--- config.mk ---
export PLATFORM = sky130hd
export DESIGN_NAME = usb_config_descriptor_parser
export DESIGN_NICKNAME = d
export VERILOG_FILES = /design/src/rtl/ucdp_pkg.sv /design/src/rtl/usb_config_descriptor_parser.sv /design/src/rtl/ucdp_in_stage.sv /design/src/rtl/ucdp_walker.sv /design/src/rtl/ucdp_out_stage.sv
export SDC_FILE = /design/constraint.sdc
export NUM_CORES = 1
export LEC_CHECK = 0
export BUFFER_PORTS_ARGS = -buffer_cell sky130_fd_sc_hd__buf_4
export CAP_MARGIN = 10
export CORE_UTILIZATION = 55
export DETAILED_ROUTE_END_ITERATION = 10
export PLACE_DENSITY = 0.77
export SYNTH_ARGS = -nofsm -noshare
export SYNTH_HDL_FRONTEND = slang
export SYNTH_SLANG_ARGS = --single-unit
export TNS_END_PERCENT = 1
--- constraint.sdc ---
create_clock -name clk -period 8 [get_ports clk]
set_clock_uncertainty 0.15 [all_clocks]
set_input_delay 0.4 -clock clk [delete_from_list [all_inputs] [get_ports clk]]
set_output_delay 0.4 -clock clk [all_outputs]
set_load 0.02 [all_outputs]
--- src/rtl/ucdp_pkg.sv ---
// Shared types and constants for the USB configuration descriptor parser.
`default_nettype none
package ucdp_pkg;

    localparam int CAP_DEPTH = 9;

    localparam logic [7:0] DESC_TYPE_CONFIG    = 8'd2;
    localparam logic [7:0] DESC_TYPE_INTERFACE = 8'd4;
    localparam logic [7:0] DESC_TYPE_ENDPOINT  = 8'd5;

    typedef enum logic [3:0] {
        KIND_CONFIG      = 4'd0,
        KIND_INTERFACE   = 4'd1,
        KIND_ENDPOINT    = 4'd2,
        KIND_END         = 4'd3,
        KIND_BAD_TYPE    = 4'd4,
        KIND_MANY_IFACES = 4'd5,
        KIND_MANY_EPS    = 4'd6,
        KIND_ZERO_LENGTH = 4'd7,
        KIND_ORPHAN_EP   = 4'd8
    } kind_t;

    typedef struct packed {
        logic [7:0] data;
        logic       first;
    } in_word_t;

    typedef struct packed {
        kind_t       kind;
        logic [7:0]  iface_slot;
        logic [7:0]  ep_slot;
        logic [7:0]  field_a;
        logic [7:0]  field_b;
        logic [15:0] field_c;
        logic [7:0]  field_d;
        logic [7:0]  field_e;
        logic [7:0]  field_f;
        logic [7:0]  field_g;
        logic        done;
    } rec_t;

endpackage
`default_nettype wire

--- src/rtl/usb_config_descriptor_parser.sv ---
// Top level of the USB configuration descriptor parser.
// A byte is registered in the input stage on acceptance and decoded into the result register
// when the walker steps, which waits while the result register is stalled and not taken.
// Throughput is one byte per cycle while the result register is not stalled.
// A stalled result register holds the input stage, which then holds one more word.
// Reset clears all walk state and both stages; no clearing pass is needed.
`default_nettype none
module usb_config_descriptor_parser (
    input  wire logic        clk,
    input  wire logic        rst_n,
    input  wire logic        in_valid,
    output logic             in_ready,
    input  wire logic [7:0]  byte_in,
    input  wire logic        first,
    output logic             out_valid,
    input  wire logic        out_ready,
    output logic [3:0]       record_kind,
    output logic [7:0]       iface_slot,
    output logic [7:0]       ep_slot,
    output logic [7:0]       field_a,
    output logic [7:0]       field_b,
    output logic [15:0]      field_c,
    output logic [7:0]       field_d,
    output logic [7:0]       field_e,
    output logic [7:0]       field_f,
    output logic [7:0]       field_g,
    output logic             done_res
);
    import ucdp_pkg::*;

    logic     word_valid;
    in_word_t word;
    logic     step;
    logic     out_free;
    logic     res_valid;
    rec_t     res;
    rec_t     rec;

    assign step = word_valid && out_free;

    ucdp_in_stage u_in_stage (
        .clk        (clk),
        .rst_n      (rst_n),
        .in_valid   (in_valid),
        .in_ready   (in_ready),
        .byte_in    (byte_in),
        .first      (first),
        .step       (step),
        .word_valid (word_valid),
        .word       (word)
    );

    ucdp_walker u_walker (
        .clk       (clk),
        .rst_n     (rst_n),
        .step      (step),
        .word      (word),
        .res_valid (res_valid),
        .res       (res)
    );

    ucdp_out_stage u_out_stage (
        .clk       (clk),
        .rst_n     (rst_n),
        .step      (step),
        .res_valid (res_valid),
        .res       (res),
        .out_ready (out_ready),
        .out_valid (out_valid),
        .out_free  (out_free),
        .rec       (rec)
    );

    assign record_kind = rec.kind;
    assign iface_slot  = rec.iface_slot;
    assign ep_slot     = rec.ep_slot;
    assign field_a     = rec.field_a;
    assign field_b     = rec.field_b;
    assign field_c     = rec.field_c;
    assign field_d     = rec.field_d;
    assign field_e     = rec.field_e;
    assign field_f     = rec.field_f;
    assign field_g     = rec.field_g;
    assign done_res    = rec.done;

endmodule
`default_nettype wire

--- src/rtl/ucdp_in_stage.sv ---
// Input register that holds one accepted descriptor byte until the walker takes it.
`default_nettype none
module ucdp_in_stage (
    input  wire logic               clk,
    input  wire logic               rst_n,
    input  wire logic               in_valid,
    output logic                    in_ready,
    input  wire logic [7:0]         byte_in,
    input  wire logic               first,
    input  wire logic               step,
    output logic                    word_valid,
    output ucdp_pkg::in_word_t      word
);
    import ucdp_pkg::*;

    logic     valid_reg;
    logic     valid_next;
    in_word_t word_reg;

    assign in_ready   = !valid_reg || step;
    assign word_valid = valid_reg;
    assign word       = word_reg;

    always_comb
    begin
        valid_next = valid_reg;
        if (in_valid && in_ready)
        begin
            valid_next = 1'b1;
        end
        else if (step)
        begin
            valid_next = 1'b0;
        end
    end

    always_ff @(posedge clk or negedge rst_n)
    begin
        if (!rst_n)
        begin
            valid_reg <= 1'b0;
        end
        else
        begin
            valid_reg <= valid_next;
        end
    end

    always_ff @(posedge clk)
    begin
        if (in_valid && in_ready)
        begin
            word_reg.data  <= byte_in;
            word_reg.first <= first;
        end
    end

endmodule
`default_nettype wire

--- src/rtl/ucdp_walker.sv ---
// Descriptor walk state and the per-byte decode that forms one record.
`default_nettype none
module ucdp_walker (
    input  wire logic               clk,
    input  wire logic               rst_n,
    input  wire logic               step,
    input  wire ucdp_pkg::in_word_t word,
    output logic                    res_valid,
    output ucdp_pkg::rec_t          res
);
    import ucdp_pkg::*;

    logic        active_reg, active_next;
    logic [15:0] total_reg, total_next;
    logic [15:0] seen_reg, seen_next;
    logic [7:0]  off_reg, off_next;
    logic [7:0]  dlen_reg, dlen_next;
    logic [7:0]  dtype_reg, dtype_next;
    logic [7:0]  cap_reg [CAP_DEPTH];
    logic [7:0]  cap_next [CAP_DEPTH];
    logic [7:0]  icount_reg, icount_next;
    logic [7:0]  epcount_reg, epcount_next;
    logic [7:0]  nif_reg, nif_next;
    logic [7:0]  neps_reg, neps_next;
    logic        seen_if_reg, seen_if_next;

    logic        e_active;
    logic [15:0] e_total;
    logic [15:0] e_seen;
    logic [7:0]  e_off;
    logic [7:0]  e_icount;
    logic [7:0]  e_epcount;
    logic [7:0]  e_nif;
    logic [7:0]  e_neps;
    logic        e_seen_if;
    logic        hdr;
    logic        done;
    logic [15:0] seen_inc;
    logic [15:0] hdr_total;

    always_comb
    begin
        // A first byte restarts from the cleared state.
        e_active  = word.first || active_reg;
        e_total   = word.first ? 16'd0 : total_reg;
        e_seen    = word.first ? 16'd0 : seen_reg;
        e_off     = word.first ? 8'd0 : off_reg;
        e_icount  = word.first ? 8'd0 : icount_reg;
        e_epcount = word.first ? 8'd0 : epcount_reg;
        e_nif     = word.first ? 8'd0 : nif_reg;
        e_neps    = word.first ? 8'd0 : neps_reg;
        e_seen_if = word.first ? 1'b0 : seen_if_reg;

        active_next  = e_active;
        total_next   = e_total;
        seen_next    = e_seen;
        off_next     = e_off;
        dlen_next    = word.first ? 8'd0 : dlen_reg;
        dtype_next   = word.first ? 8'd0 : dtype_reg;
        icount_next  = e_icount;
        epcount_next = e_epcount;
        nif_next     = e_nif;
        neps_next    = e_neps;
        seen_if_next = e_seen_if;
        for (int i = 0; i < CAP_DEPTH; i++)
        begin
            cap_next[i] = word.first ? 8'd0 : cap_reg[i];
        end

        hdr       = (e_seen == {8'h00, e_off});
        seen_inc  = (e_seen == 16'hFFFF) ? e_seen : e_seen + 16'd1;
        hdr_total = 16'h0000;
        done      = 1'b0;
        res_valid = 1'b0;
        res       = '0;
        res.kind  = KIND_CONFIG;

        if (e_active)
        begin
            if (e_off == 8'd0)
            begin
                for (int i = 0; i < CAP_DEPTH; i++)
                begin
                    cap_next[i] = 8'd0;
                end
                dlen_next  = word.data;
                dtype_next = 8'd0;
            end
            if (e_off == 8'd1)
            begin
                dtype_next = word.data;
            end
            for (int i = 0; i < CAP_DEPTH; i++)
            begin
                if (e_off == 8'(i))
                begin
                    cap_next[i] = word.data;
                end
            end

            if (e_off == 8'd0 && word.data == 8'd0)
            begin
                res_valid   = 1'b1;
                res.kind    = KIND_ZERO_LENGTH;
                res.done    = 1'b1;
                active_next = 1'b0;
            end
            else
            begin
                seen_next = seen_inc;
                if ({1'b0, e_off} + 9'd1 < {1'b0, dlen_next})
                begin
                    off_next = e_off + 8'd1;
                end
                else
                begin
                    off_next = 8'd0;
                    if (hdr)
                    begin
                        hdr_total  = {cap_next[3], cap_next[2]};
                        total_next = hdr_total;
                        res_valid  = 1'b1;
                        if (dtype_next != DESC_TYPE_CONFIG)
                        begin
                            res.kind    = KIND_BAD_TYPE;
                            res.done    = 1'b1;
                            active_next = 1'b0;
                        end
                        else
                        begin
                            nif_next    = cap_next[4];
                            done        = seen_inc >= hdr_total;
                            res.kind    = KIND_CONFIG;
                            res.field_a = cap_next[4];
                            res.field_b = cap_next[5];
                            res.field_c = {8'h00, cap_next[6]};
                            res.field_d = cap_next[7];
                            res.field_e = cap_next[8];
                            res.done    = done;
                            active_next = !done;
                        end
                    end
                    else
                    begin
                        done = seen_inc >= e_total;
                        if (dtype_next == DESC_TYPE_INTERFACE)
                        begin
                            res_valid = 1'b1;
                            if (e_icount >= e_nif)
                            begin
                                res.kind    = KIND_MANY_IFACES;
                                res.done    = 1'b1;
                                active_next = 1'b0;
                            end
                            else
                            begin
                                neps_next      = cap_next[4];
                                icount_next    = e_icount + 8'd1;
                                epcount_next   = 8'd0;
                                seen_if_next   = 1'b1;
                                res.kind       = KIND_INTERFACE;
                                res.iface_slot = e_icount;
                                res.field_a    = cap_next[2];
                                res.field_b    = cap_next[3];
                                res.field_c    = {8'h00, cap_next[4]};
                                res.field_d    = cap_next[5];
                                res.field_e    = cap_next[6];
                                res.field_f    = cap_next[7];
                                res.field_g    = cap_next[8];
                                res.done       = done;
                                active_next    = !done;
                            end
                        end
                        else if (dtype_next == DESC_TYPE_ENDPOINT)
                        begin
                            res_valid = 1'b1;
                            if (!e_seen_if)
                            begin
                                res.kind    = KIND_ORPHAN_EP;
                                res.done    = 1'b1;
                                active_next = 1'b0;
                            end
                            else if (e_epcount >= e_neps)
                            begin
                                res.kind    = KIND_MANY_EPS;
                                res.done    = 1'b1;
                                active_next = 1'b0;
                            end
                            else
                            begin
                                epcount_next   = e_epcount + 8'd1;
                                res.kind       = KIND_ENDPOINT;
                                res.iface_slot = e_icount - 8'd1;
                                res.ep_slot    = e_epcount;
                                res.field_a    = cap_next[2];
                                res.field_b    = cap_next[3];
                                res.field_c    = {cap_next[5], cap_next[4]};
                                res.field_d    = cap_next[6];
                                res.done       = done;
                                active_next    = !done;
                            end
                        end
                        else if (done)
                        begin
                            res_valid   = 1'b1;
                            res.kind    = KIND_END;
                            res.done    = 1'b1;
                            active_next = 1'b0;
                        end
                    end
                end
            end
        end
    end

    always_ff @(posedge clk or negedge rst_n)
    begin
        if (!rst_n)
        begin
            active_reg  <= 1'b0;
            total_reg   <= 16'd0;
            seen_reg    <= 16'd0;
            off_reg     <= 8'd0;
            dlen_reg    <= 8'd0;
            dtype_reg   <= 8'd0;
            icount_reg  <= 8'd0;
            epcount_reg <= 8'd0;
            nif_reg     <= 8'd0;
            neps_reg    <= 8'd0;
            seen_if_reg <= 1'b0;
            for (int i = 0; i < CAP_DEPTH; i++)
            begin
                cap_reg[i] <= 8'd0;
            end
        end
        else if (step)
        begin
            active_reg  <= active_next;
            total_reg   <= total_next;
            seen_reg    <= seen_next;
            off_reg     <= off_next;
            dlen_reg    <= dlen_next;
            dtype_reg   <= dtype_next;
            icount_reg  <= icount_next;
            epcount_reg <= epcount_next;
            nif_reg     <= nif_next;
            neps_reg    <= neps_next;
            seen_if_reg <= seen_if_next;
            for (int i = 0; i < CAP_DEPTH; i++)
            begin
                cap_reg[i] <= cap_next[i];
            end
        end
    end

endmodule
`default_nettype wire

--- src/rtl/ucdp_out_stage.sv ---
// Result register that holds one record until the downstream side takes it.
`default_nettype none
module ucdp_out_stage (
    input  wire logic               clk,
    input  wire logic               rst_n,
    input  wire logic               step,
    input  wire logic               res_valid,
    input  wire ucdp_pkg::rec_t     res,
    input  wire logic               out_ready,
    output logic                    out_valid,
    output logic                    out_free,
    output ucdp_pkg::rec_t          rec
);
    import ucdp_pkg::*;

    logic valid_reg;
    logic valid_next;
    rec_t rec_reg;

    assign out_valid = valid_reg;
    assign out_free  = !valid_reg || out_ready;
    assign rec       = rec_reg;

    always_comb
    begin
        valid_next = valid_reg;
        if (step)
        begin
            valid_next = res_valid;
        end
        else if (out_ready)
        begin
            valid_next = 1'b0;
        end
    end

    always_ff @(posedge clk or negedge rst_n)
    begin
        if (!rst_n)
        begin
            valid_reg <= 1'b0;
        end
        else
        begin
            valid_reg <= valid_next;
        end
    end

    always_ff @(posedge clk)
    begin
        if (step && res_valid)
        begin
            rec_reg <= res;
        end
    end

endmodule
`default_nettype wire

==> impl_metrics.yaml <==
routing:
  detail-route-antenna-nets: 0
  route.detailed.drc: 0
  dr_total_vias: 11380
  wire_per_inst_um: 21.31
  routed_wl_um: 37800
  via_per_inst: 6.414
  firstDrtPassIters: 6
  drt_iter0_drc: 1116
worst_setup_path:
  crit_type: "register to register"
  crit_chain: "buf_4 > nor2b_1 > ha_1 > and4b_1 > or4b_2 > mux2_2 > ha_1 > or3b_2 > o211ai_1 > o311ai_0 > a2111oi_0 > a21oi_1 > or3_1 > nor3_1 > nor2_4 > buf_4"
  cp_max_fo: 48
  worstSetupStartpointType: "register"
  worstPathArrival_ps: 6270
  crit_path_end_kind: "register"
  cp_data_required_time_ps: 8090
  cpPeakStageDelay_ps: 740
  crit_slowest_cell: "or4b_2"
die:
  die_h_um: 157.3
  std_cell_rows: 56
  die_x_um: 157.3
  initial_core_util: 0.5633
  io_pins: 100
  dieArea_sq_um: 24740
  coreArea_sq_um: 23540
power:
  static-leakage-power_nw: 6.305
  p_int_mw: 2.402
  comb_power_share: 0.257
  ir_worst_vdd_mv: 0.1735
  power_density_nw_per_um2: 240.9
  pwr-share-seq: 0.418
  p_switching_mw: 1.256
  sw_frac_of_total: 0.3434
  p_clk_frac: 0.325
  finalPower_mw: 3.658
logic_synthesis:
  yosysTopAreaCell: "dfrtp_1"
  ys_ff_latch: 242
  ys.flop_type: "dfrtp_1"
  seq_area_frac_synth: 0.4921
  synth.area.top_cells: "dfrtp_1 28%, edfxtp_1 21%, ha_1 5.8%"
  synth_area_per_cell_sq_um: 9.694
  synth_top_area_frac: 0.2793
  synth_area_sq_um: 13260
  postSynthCellCount: 1368
  synthDistinctLibCells: 76
  synth-edff-count: 94
  synthArstFlopShare: 0.6116
  synth_nets: 1442
  yosysWarnings: 0
min_path:
  hold_class: "input pin to register"
placement:
  gp_congestion: 0.9256
  dp.final_hpwl_um: 25680
  port_buffers: 99
job:
  maxCapViolCount: 0
sta:
  hold_viol: 0
  fin_crit_sh: 0.7727
  max-slew-margin-rel: 0.1718
  rsz0062_at_grt: "false"
  period_minus_slack_ps: 6181
  fmax_ghz: 0.1618
  setup_viol: 0
  drv_slew: 0
  tightest_slew_ps: 1242
  final.setup.tns_ps: 0
cts:
  cts_tree: "yes"
  clk_pin_slew_ps: 60
  cts_sinks: 242
  cts_buffers: 26
  ctsResizeCount: 0
  cts_hold_buf: 11
  clock_path_buffers: 3
  cts_setup_buffers: 0
  worstSkewPairLatency_ps: 560
  cts.root.buffer_cell: "clkbuf_16"
  ctsHtreeMaxLevel: 1
global_route:
  grt_pass1_wl_um: 58570
  grt_overflow: 0
  grt_max_degree: 114
  antenna_found_initial: 2
  grt.total_usage: 0.3080
  grt_pass1_vias: 10640
layout:
  layout.cells.most_common: "nand2_1"
  area_growth_pct: 14.52
  largest_register_ffs: 85
  mostFrequentLayoutCells: "201 x nand2_1, 148 x dfrtp_1, 114 x buf_4"
  final_nets: 1508
  drive_above_1_share: 0.1279
  fill_cells: 1883
run_status:
  outcome: "complete, no violations"
stage by stage:
step	hold WS [ps]	area (sq um)	cells	util	setup WS, ps
CTS	112.2	15160	1772	0.6441	1360
detailed placement	313.6	14200	1713	0.6032	1413
finish	111.3	15190	1774	0.6451	1819
global route	176.5	15180	1773	0.6450	1438
global placement	306.4	14200	1713	0.6032	1654
floorplan	-45.59	13260	1368	-	1011
Yosys cell counts, types with 10 or more instances:
library cell  instances
clkbuf_1             71
o21ai_0             110
o22ai_1              13
or3_1                13
a21o_1               10
a21oi_1              65
nor2_1              102
nand2b_1             22
nand3_1              34
dfrtp_1             148
xnor2_1              11
inv_1                30
xor2_1               14
a22oi_1              51
a31oi_1              12
ha_1                 61
nor3_1               21
and3_1               11
edfxtp_1             94
and2_1               21
nand2_1             201
nand4_1              13
a22o_1               69
nor2b_1              28
kinds of logic after synthesis:
group / count (synthesis) / share of synthesized area
and+or+nand+nor: 512 / 0.1881
AOI/OAI and AO/OA: 403 / 0.2060
DFF: 242 / 0.4921
buffers and inverters: 119 / 0.03500
adders and majority gates: 61 / 0.05755
xor gates and xnor gates: 25 / 0.01651
muxes: 6 / 0.004717
per-layer routing:
| layer | global-route usage | vias to the layer above | wire (um) |
|---|---|---|---|
| li1 | - | 5176 | - |
| met1 | 0.4192 | 5445 | 15070 |
| met2 | 0.4834 | 643 | 17250 |
| met3 | 0.05754 | 114 | 3813 |
| met4 | 0.1290 | 0 | 1667 |
| met5 | 0 | - | 0 |
area by class of cell:
| cell class | count | area (sq um) | share of cell area |
|---|---|---|---|
| antenna | 1 | 2.502 | 0.0001648 |
| clock buffer | 32 | 724.4 | 0.04770 |
| clock inverter | 16 | 128.9 | 0.008486 |
| inverter | 30 | 112.6 | 0.007415 |
| multi-input combinational | 1007 | 6296 | 0.4146 |
| sequential | 242 | 6526 | 0.4297 |
| tap | 319 | 399.1 | 0.02628 |
| timing repair buffer | 127 | 997.2 | 0.06566 |
final timing paths:
check / cells after the start / startpoint / slack, ps / end
setup / recovery: 16 / u_in_stage.word[0] / 1820 / u_out_stage.rec[13]
hold / removal: 3 / out_ready / 110 / u_out_stage.out_valid
setup reg to reg: 16 / u_in_stage.word[0] / 1820 / u_out_stage.rec[13]
hold reg to reg: 2 / u_walker.total_reg[10] / 330 / u_walker.total_reg[10]
max in group asynchronous: 3 / rst_n / 6050 / u_walker.nif_reg[7]
min in group asynchronous: 2 / rst_n / 390 / u_walker.cap_reg[20]
power by group through the flow:
| stage | clock network [mW] | logic, mW | registers (mW) |
|---|---|---|---|
| 2_1_floorplan | 0 | 0.639 | 1.53 |
| 3_3_place_gp | 0 | 0.886 | 1.54 |
| 3_5_place_dp | 0 | 0.910 | 1.55 |
| 4_1_cts | 1.20 | 0.919 | 1.52 |
| 5_1_grt | 1.25 | 1.03 | 1.54 |
| 6_report | 1.19 | 0.938 | 1.53 |
worst max-delay path: cells and delay by family (launching register included):
family / cells / cell delay (ps)
simple gates: 7 / 2820
mux: 1 / 360
buf+inv: 2 / 570
fa+ha+maj: 2 / 530
compound gates: 4 / 1060
flops: 1 / 380
(Power assumes the default switching activity.)
